[src/sv/oaht_pkg.sv]
// ----------------------------------------------------------------------------
// oaht_pkg
// Shared types and constants of the open-addressed record table.
// ----------------------------------------------------------------------------
`default_nettype none

package oaht_pkg;

    // Table geometry; slot arithmetic wraps on SLOT_W bits, so the size is
    // a power of two.
    localparam int TABLE_SLOTS = 1024;
    localparam int SLOT_W      = $clog2(TABLE_SLOTS);
    localparam int CNT_W       = SLOT_W + 1;
    localparam int MAX_MATCHES = 63;
    localparam int EMIT_W      = $clog2(MAX_MATCHES + 1);

    // Port field widths
    localparam int MODE_W  = 2;
    localparam int DAY_W   = 5;
    localparam int MONTH_W = 4;
    localparam int YEAR_W  = 14;
    localparam int ID_W    = 31;
    localparam int GRADE_W = 31;
    localparam int STAT_W  = 3;
    localparam int OSLOT_W = 10;
    localparam int OCNT_W  = 11;

    // Home slot hash: ((day*5 + month*4 + year/48) / 7).
    // year/48 = (year >> 4) / 3, and x/3 = (x * 683) >> 11 for x < 1024.
    // s/7 = (s * 293) >> 11 for s < 685 (s never exceeds 556).
    localparam int YSH_W    = YEAR_W - 4;
    localparam int Q48_W    = 9;
    localparam int DM_W     = 8;
    localparam int SUM_W    = 10;
    localparam int HOME_W   = 7;
    localparam int RECIP3   = 683;
    localparam int RECIP7   = 293;
    localparam int RECIP_SH = 11;

    typedef enum logic [MODE_W-1:0] {
        MODE_INSERT = 2'd0,
        MODE_FIND   = 2'd1,
        MODE_REMOVE = 2'd2,
        MODE_IGNORE = 2'd3
    } t_mode;

    typedef enum logic [STAT_W-1:0] {
        STAT_INSERTED = 3'd0,
        STAT_FULL     = 3'd1,
        STAT_MATCH    = 3'd2,
        STAT_END      = 3'd3,
        STAT_REMOVED  = 3'd4
    } t_status;

    typedef struct packed {
        logic [DAY_W-1:0]   day;
        logic [MONTH_W-1:0] month;
        logic [YEAR_W-1:0]  year;
    } t_key;

    typedef struct packed {
        logic               used;
        t_key               key;
        logic [ID_W-1:0]    id;
        logic [GRADE_W-1:0] grade;
    } t_entry;

    typedef struct packed {
        t_status            status;
        logic [OSLOT_W-1:0] slot;
        logic [ID_W-1:0]    id;
        logic [GRADE_W-1:0] grade;
        logic [OCNT_W-1:0]  count;
        logic               last;
    } t_rsp;

endpackage

`default_nettype wire

[src/sv/oaht_home.sv]
// ----------------------------------------------------------------------------
// oaht_home
// Two-stage home slot calculator; the output is the stage 2 register.
// ----------------------------------------------------------------------------
`default_nettype none

module oaht_home import oaht_pkg::*; (
    input  wire              i_clk,
    input  t_key             i_key,
    output logic [SLOT_W-1:0] o_home
);

    logic [YSH_W-1:0]              ysh;
    logic [YSH_W+RECIP_SH-1:0]     prod3;
    logic [Q48_W-1:0]              n_q48;
    logic [DM_W-1:0]               n_dm;
    logic [Q48_W-1:0]              r_q48;
    logic [DM_W-1:0]               r_dm;
    logic [SUM_W-1:0]              sum;
    logic [SUM_W+RECIP_SH-1:0]     prod7;
    logic [HOME_W-1:0]             n_home;
    logic [HOME_W-1:0]             r_home;

    // Stage 1: year/48 and the weighted day/month sum
    always_comb begin
        ysh   = i_key.year[YEAR_W-1:4];
        prod3 = (YSH_W+RECIP_SH)'(ysh) * (YSH_W+RECIP_SH)'(RECIP3);
        n_q48 = Q48_W'(prod3 >> RECIP_SH);
        n_dm  = DM_W'(i_key.day) * DM_W'(5) + DM_W'(i_key.month) * DM_W'(4);
    end

    // Stage 2: divide by 7
    always_comb begin
        sum    = SUM_W'(r_q48) + SUM_W'(r_dm);
        prod7  = (SUM_W+RECIP_SH)'(sum) * (SUM_W+RECIP_SH)'(RECIP7);
        n_home = HOME_W'(prod7 >> RECIP_SH);
    end

    always_ff @(posedge i_clk) begin
        r_q48  <= n_q48;
        r_dm   <= n_dm;
        r_home <= n_home;
    end

    // Reduce modulo the (power of two) table size
    assign o_home = SLOT_W'(r_home);

endmodule

`default_nettype wire

[config.mk]
export PLATFORM = sky130hd
export DESIGN_NAME = oaht_home
export DESIGN_NICKNAME = d
export VERILOG_FILES = /design/src/sv/oaht_pkg.sv /design/src/sv/oaht_home.sv
export SDC_FILE = /design/constraint.sdc
export NUM_CORES = 1
export LEC_CHECK = 0
export BUFFER_PORTS_ARGS = -buffer_cell sky130_fd_sc_hd__clkbuf_2
export CORE_ASPECT_RATIO = 1.25
export CORE_MARGIN = 10
export CORE_UTILIZATION = 55
export DETAILED_ROUTE_END_ITERATION = 8
export PLACE_DENSITY = 0.74
export SYNTH_ARGS = -nofsm -noshare
export SYNTH_HDL_FRONTEND = slang
export SYNTH_SLANG_ARGS = --single-unit
export TNS_END_PERCENT = 50
[constraint.sdc]
create_clock -name i_clk -period 10.6 [get_ports i_clk]
set_clock_uncertainty 0.2 [all_clocks]
set_input_delay 0.53 -clock i_clk [delete_from_list [all_inputs] [get_ports i_clk]]
set_output_delay 0.53 -clock i_clk [all_outputs]
set_load 0.005 [all_outputs]
Yosys cells after proc, flatten, opt, wreduce, memory -nomap -nowiden
Cells that the tools add are included.
- bits in registers: 24
- input port bits: 24
- logic and storage cells: 8
- $add $sub $neg: 2
- multipliers: 3
- operators by type and width (operator ; number):
    $mul 10x10->20 const B ; 1
    $mul 10x9->18 const B ; 1
    $add 9x8->10 ; 1
    $add 8x6->8 ; 1
    $mul 5x3->8 const B ; 1

Longest topological paths before layout
Gate-level depths: netlist of run 1.
- depth after elaboration: 2
- depth in mapped cells: 23
- depth with buffers taken out: 23

Worst setup path before layout of run 1
Ideal clock, no wire load.
- kind: reg2reg
- start point: register r_q48[1]
- end point: register r_home[6]
- library setup time: 0.072 ns
- arrival: 5.119 ns
- required time: 10.328 ns
- slack: 5.209 ns
- cell stages (with the launch flop): 22
- clock period less this slack: 5.391 ns
- cell sequence: dfxtp_1 ha_1 a211oi_1 o21ai_0 o311ai_0 a21boi_0 o21ai_0 inv_1 ha_1 ha_1 inv_1 fa_1 inv_1 fa_1 ha_1 nand3_1 o211ai_1 o21a_1 a311o_1 or3_1 a31oi_1 xnor2_1
- longest elaborated chain between the ends: 2
- ends and longest elaborated chain (item ; RTL line ; source):
    from (decl) ; oaht_home.sv:17 ; logic [Q48_W-1:0] r_q48;
    from (signal assigned) ; oaht_home.sv:40 ; r_q48 <= n_q48;
    $add 9x8->10 ; oaht_home.sv:34 ; sum = SUM_W'(r_q48) + SUM_W'(r_dm);
    $mul 10x9->18 ; oaht_home.sv:35 ; prod7 = (SUM_W+RECIP_SH)'(sum) * (SUM_W+RECIP_SH)'(RECIP7);
    named net n_home[6] ; oaht_home.sv:21 ; logic [HOME_W-1:0] n_home;
    to (signal assigned) ; oaht_home.sv:42 ; r_home <= n_home;
    to (decl) ; oaht_home.sv:22 ; logic [HOME_W-1:0] r_home;
The timed path passes the listed nets, and every way through them passes these cells.

Final worst setup path of run 1
Ends and elaborated chain as after synthesis.

==> results of run 1 <==
## area by class of cell
cell class / instances / share of cell area [%]
well taps: 90 / 2.69
flip-flops and latches: 24 / 11.5
multi-input cells: 283 / 72.4
repair buffers: 26 / 3.11
inverters: 96 / 8.61
clock buffers: 3 / 0.987
clock inverters: 1 / 0.718
## cells in the mapped netlist (2+ instances only)
cell type,instances
inv_1,96
ha_1,120
o21a_1,5
nand2b_1,3
nor2b_1,4
xor2_1,11
or3_1,3
nand3_1,4
a21o_1,4
nand2_1,9
nor2_1,12
o21ai_0,13
a31oi_1,2
dfxtp_1,24
a21boi_0,3
a21oi_1,14
a211oi_1,3
buf_4,3
xnor2_1,15
nor3_1,4
o311ai_0,2
fa_1,36
## critical path: stages, from the launching register on
cell and delay (ns):
dfxtp_1 0.33, ha_1 0.31, a211oi_1 0.26, o21ai_0 0.16, o311ai_0 0.44, a21boi_0 0.16, o21ai_0 0.44, inv_1 0.15
ha_1 0.31, ha_1 0.28, inv_1 0.05, fa_1 0.40, fa_1 0.52, inv_1 0.05, ha_1 0.32, a21oi_1 0.15
o211ai_1 0.11, o21a_1 0.24, a311o_1 0.41, or3_1 0.34, a31oi_1 0.20, xnor2_1 0.13
## cell families (layout without fill, tap and decap cells)
logic type      count (synthesis)  count (layout)  synth area share [%]
compound gates                 55              55                  9.24
xor+xnor                       26              26                  5.86
fa+ha+maj                     156             156                  57.2
buf+inv                        99             126                  9.86
flops                          24              24                  12.4
other cells                     1               3                0.0965
simple gates                   43              43                  5.38
## final timing paths
path             start         to  slack (ns)  cells past startpoint
min reg2reg   r_q48[8]  r_home[6]        0.61                      3
max           r_q48[1]  r_home[6]        4.56                     21
max reg2reg   r_q48[1]  r_home[6]        4.56                     21
min          i_key[18]    r_dm[0]        0.17                      1
## per-layer routing
layer  vias up  track usage, %  wire [um]
met1      1290            13.5       2520
met2        26            29.5       4150
met4         0            4.00        144
met5         -               0          0
met3        12            1.25        147
li1       1388               -          -
## state kept, by name (all words and copies together), names as in the netlist
register	count
r_dm	8
r_q48	9
r_home	7
## metrics by stage
| step | setup WS (ns) | std cells | hold WS, ns |
|---|---|---|---|
| 2_1_floorplan | 5.21 | 406 | 0.358 |
| 5_1_grt | 4.01 | 523 | 0.167 |
| 4_1_cts | 4.51 | 523 | 0.171 |
| 6_report | 4.56 | 523 | 0.175 |
| 3_3_place_gp | 4.68 | 519 | 0.452 |
| 3_5_place_dp | 4.54 | 519 | 0.456 |
==> results by group, run 1 <==
Clocking
  • CTS clk-pin slew, worst paths: 0.09 ns
  • Count of hold-fix buffers inserted at cts: 0
  • Clock Tree Root: clkbuf_8
  • CTS max path bufs: 2
  • Post-CTS resize count: 0
  • Clock sinks: 24
  • TritonCTS clock tree: done
  • Post-CTS Repair Setup Buffers: 0
  • Clk_lat worst skew: 0.27 ns
  • H-tree Lvls: 1
  • Inserted Clock Buffers: 3

Place
  • PortBufs: 26
  • Placer Congestion: 0.853
  • Post-DP Area: 4110 um2
  • Hpwl dp: 6520 um

Worst setup path
  • CP Data Arrival Time: 6.04 ns
  • Worst Path Max Fanout: 4
  • Setup crit end kind: flop
  • WP data required: 10.60 ns
  • Critical path type: flop to flop
  • CP Launch Type: flop

Synthesis
  • FF+latch count, synth: 24
  • Ys async rst share: 0%
  • Main area contributors after synthesis: ha_1 39%, fa_1 19%, dfxtp_1 12%
  • Mapped Area: 3880 um2
  • Warning count from the yosys run: 0
  • Post-Synthesis Cells: 404
  • Seq/Total Area, Yosys: 12.4%
  • EDFF count, synth: 0
  • Most common flop cell mapped by yosys: dfxtp_1
  • Synth unique cells: 36
  • Yosys top cell area share: 38.6%
  • Synthesized area per cell: 9.62 um2
  • Leading area contributor after synthesis: ha_1

Timing
  • Worst-Margin Slew: 0.511 ns
  • Setup TNS: 0 ns
  • Hold Violations, Final: 0
  • Final period utilization: 57.0%
  • Fmax: 0.166 GHz
  • RSZ-0062 raised after global routing: false
  • Relative slew slack: 65.6%
  • Final max-slew violation count: 0
  • Finish-stage setup viols: 0
  • Min Tclk post-route: 6.04 ns

GRT
  • Initial antenna violation count: 0
  • Vias in the first global route: 3025
  • First-pass GRT wire length: 12700 um
  • Largest net degree at the start of global routing: 15
  • GRT overflow: 0
  • Total GRT Usage: 14.1%

Drt
  • Routed via count: 2716
  • DRC viols: 0
  • Routed Antenna Nets: 0
  • Total Wirelength: 6970 um
  • First-pass detailed-route iteration total: 4
  • Via density: 5.19
  • Number of DRC markers in iteration 0: 47
  • WL per Instance: 13.3 um

Finish
  • Register Area: 480 um2
  • Most frequent cells in the layout: 120 x ha_1, 96 x inv_1, 36 x fa_1
  • Fraction of layout instances using a drive strength above 1: 7.16%
  • Most common cell after layout, fill and taps aside: ha_1
  • Filler cell count: 612
  • Final Util: 60.3%
  • Synth-to-Final Area Change: 7.70%
  • Final instance area: 4180 um2
  • Multi-input gate area: 3030 um2
  • Ant diodes: 0
  • # nets final: 614

Min path
  • Worst Hold Class: input pin to flop

Floorplan
  • Core area: 6930 um2
  • Die Y: 114 um
  • Initial core utilization: 56.0%
  • Row count: 34
  • IO Pins: 34
  • Die W: 95.2 um
  • Die ar.: 10800 um2

Job
  • Maxcap violations: 0

Outcome
  • Status: finished, final reports clean
Power of run 1 is not shown: default switching activity piles up to over one toggle a cycle in this logic, so the estimate is an artifact.
==> run 2, diff against run 1 <==
--- a/config.mk
+++ b/config.mk
@@ -10,7 +10,7 @@
 export CORE_MARGIN = 10
 export CORE_UTILIZATION = 55
 export DETAILED_ROUTE_END_ITERATION = 8
-export PLACE_DENSITY = 0.74
+export PLACE_DENSITY = 0.77
 export SYNTH_ARGS = -nofsm -noshare
 export SYNTH_HDL_FRONTEND = slang
 export SYNTH_SLANG_ARGS = --single-unit
==> constraint.sdc (replaced) <==
create_clock -name i_clk -period 4.9 [get_ports i_clk]
set_clock_uncertainty 0.2 [all_clocks]
set_input_delay 0.245 -clock i_clk [delete_from_list [all_inputs] [get_ports i_clk]]
set_output_delay 0.245 -clock i_clk [all_outputs]
set_load 0.005 [all_outputs]
==> results by group, run 2 (synthesis results as in run 1) <==
Finish
  • Ant diodes: 0 (unchanged)
  • Filler cell count: 511 (was 612)
  • Most common cell after layout, fill and taps aside: ha_1 (unchanged)
  • Most flops, register: r_q48 (unchanged)
  • Post-Layout Cell Count: 562 (was 523)
  • Fraction of layout instances using a drive strength above 1: 25.2% (was 7.16%)
  • Number of flip-flops in the largest register: 9 (unchanged)
  • Largest registers: r_q48 (9), r_dm (8), r_home (7) (unchanged)
  • # nets final: 653 (was 614)
  • Synth-to-Final Area Change: 23.0% (was 7.70%)
  • Most frequent cells in the layout: 106 x ha_1, 92 x inv_1, 36 x buf_4 (was 120 x ha_1, 96 x inv_1, 36 x fa_1)

Worst setup path
  • Worst Path Max Fanout: 3 (was 4)
  • CP Launch Type: flop (unchanged)
  • Setup crit end kind: flop (unchanged)
  • Capture point of the worst reg-to-reg path: r_home[6] (unchanged)
  • Launch point of the worst reg-to-reg path: r_q48[0] (was r_q48[1])
  • R2R depth: 23 (was 21)
  • CP Data Arrival Time: 5.30 ns (was 6.04 ns)
  • WP data required: 4.91 ns (was 10.60 ns)
  • Critical path type: flop to flop (unchanged)
  • R2R Setup Slk: -0.39 ns (was 4.56 ns)

GRT
  • Total GRT Usage: 16.2% (was 14.1%)
  • First-pass GRT wire length: 14300 um (was 12700 um)
  • Vias in the first global route: 3387 (was 3025)
  • Initial antenna violation count: 0 (unchanged)
  • GRT overflow: 0 (unchanged)
  • Largest net degree at the start of global routing: 14 (was 15)

Floorplan
  • Die ar.: 10800 um2 (unchanged)
  • Initial core utilization: 56.0% (unchanged)
  • Die W: 95.2 um (unchanged)
  • IO Pins: 34 (unchanged)
  • Core area: 6930 um2 (unchanged)
  • Die Y: 114 um (unchanged)
  • Row count: 34 (unchanged)

Timing
  • RSZ-0062 raised after global routing: true (was false)
  • Final worst slack: -0.391 ns (was 4.56 ns)
  • Finish-stage setup viols: 3 (was 0)
  • Worst-Margin Slew: 0.506 ns (was 0.511 ns)
  • Min Tclk post-route: 5.29 ns (was 6.04 ns)
  • Final max-slew violation count: 0 (unchanged)
  • Hold Violations, Final: 0 (unchanged)
  • Relative slew slack: 66.0% (was 65.6%)
  • Fmax: 0.189 GHz (was 0.166 GHz)
  • Final period utilization: 108% (was 57.0%)

Place
  • Placed Instances: 544 (was 519)
  • Hpwl dp: 6890 um (was 6520 um)
  • PortBufs: 26 (unchanged)
  • Placer Congestion: 0.838 (was 0.853)

Job
  • Maxcap violations: 0 (unchanged)

Min path
  • Hold Crit Start: i_key[14] (was i_key[18])
  • Worst Hold Class: input pin to flop (unchanged)
  • Worst Hold End: r_dm[2] (was r_dm[0])
  • Hold Path Depth: 2 (was 1)

Drt
  • Total Wirelength: 8610 um (was 6970 um)
  • Routed via count: 2963 (was 2716)
  • WL per Instance: 15.3 um (was 13.3 um)
  • Number of DRC markers in iteration 0: 44 (was 47)
  • Routed Antenna Nets: 0 (unchanged)
  • First-pass detailed-route iteration total: 4 (unchanged)
  • DRC viols: 0 (unchanged)
  • Via density: 5.27 (was 5.19)

Outcome
  • Failing checks: negative setup slack
  • Status: complete, but fails checks (was finished, final reports clean)

Clocking
  • CTS max path bufs: 2 (unchanged)
  • Clock sinks: 24 (unchanged)
  • TritonCTS clock tree: done (unchanged)
  • Clock Tree Root: clkbuf_8 (unchanged)
  • CTS clk-pin slew, worst paths: 0.09 ns (about the same)
  • Clk_lat worst skew: 0.27 ns (about the same)
  • H-tree Lvls: 1 (unchanged)
  • Inserted Clock Buffers: 3 (unchanged)
-- run 2: cell count changes in the layout (fill, tap and decap cells not counted), sizes merged --
| cell | delta |
|---|---|
| buf | +37 |
| bufinv | -1 |
| clkbuf | +1 |
| dlygate4sd3 | +2 |
-- run 2: what timing repair did --
item,CTS,global route
endpoints found under the hold margin,2,0
setup endpoints to repair,6,6
pin swaps,16,26
buffers inserted,10,3
gates resized for setup,28,25
hold buffers,2,0
-- run 2: through the flow --
step           util (%)  worst slack [ns]  TNS (ns)  hold slack (ns)  area, um2
2_1_floorplan         -            -0.118    -0.134           0.0727       3930
3_3_place_gp       62.5            -0.256    -0.808            0.172       4340
3_5_place_dp       62.5            -0.395     -1.46            0.170       4340
4_1_cts            66.8            -0.313    -0.640           0.0171       4630
5_1_grt            68.9            -0.545     -1.54           0.0255       4780
6_report           68.9            -0.391    -0.783           0.0121       4780
-- run 2: how the worst max path moves through the flow --
stage / startpoint / endpoint / slack (ns)
6_report: r_q48[0] / r_home[6] / -0.39
5_1_grt: r_q48[0] / r_home[6] / -0.55
4_1_cts: r_dm[0] / r_home[6] / -0.31
3_5_place_dp: r_dm[0] / r_home[6] / -0.39
3_3_place_gp: r_q48[1] / r_home[6] / -0.26
2_1_floorplan: r_q48[1] / r_home[6] / -0.12
-- run 2: worst max-delay path, stage by stage, from the launching register on --
cell and delay [ns]:
dfxtp_2 0.35, ha_4 0.16, inv_2 0.04, fa_2 0.34
nor2b_2 0.14, o21ai_2 0.08, a21boi_2 0.16, o21ai_2 0.09
nor2b_4 0.14, xnor2_2 0.15, ha_2 0.20, ha_4 0.26
inv_2 0.03, fa_2 0.52, inv_2 0.04, fa_2 0.54
ha_4 0.22, nand3_4 0.06, o211ai_1 0.16, o21a_1 0.26
a311o_1 0.35, or3_4 0.42, a31oi_4 0.19, xnor2_1 0.12
-- run 2: area by class of cell --
| class | count | area, um2 | area share (%) |
|---|---|---|---|
| clock buffers | 4 | 55.1 | 1.15 |
| repair buffers | 65 | 432 | 9.04 |
| multi-input cells | 283 | 3330 | 69.7 |
| flip-flops and latches | 24 | 488 | 10.2 |
| well taps | 90 | 113 | 2.36 |
| inverters | 96 | 360 | 7.54 |
-- run 2: routing by layer --
metal  GRT usage [%]  share of wire [%]  vias to the layer above
met3            1.64                2.6                       22
met1            15.3                 34                     1412
met5               0                  0                        -
met4            5.20                3.4                        0
li1                -                  -                     1471
met2            33.8                 60                       58
Power of run 2 is left out for the same reason.
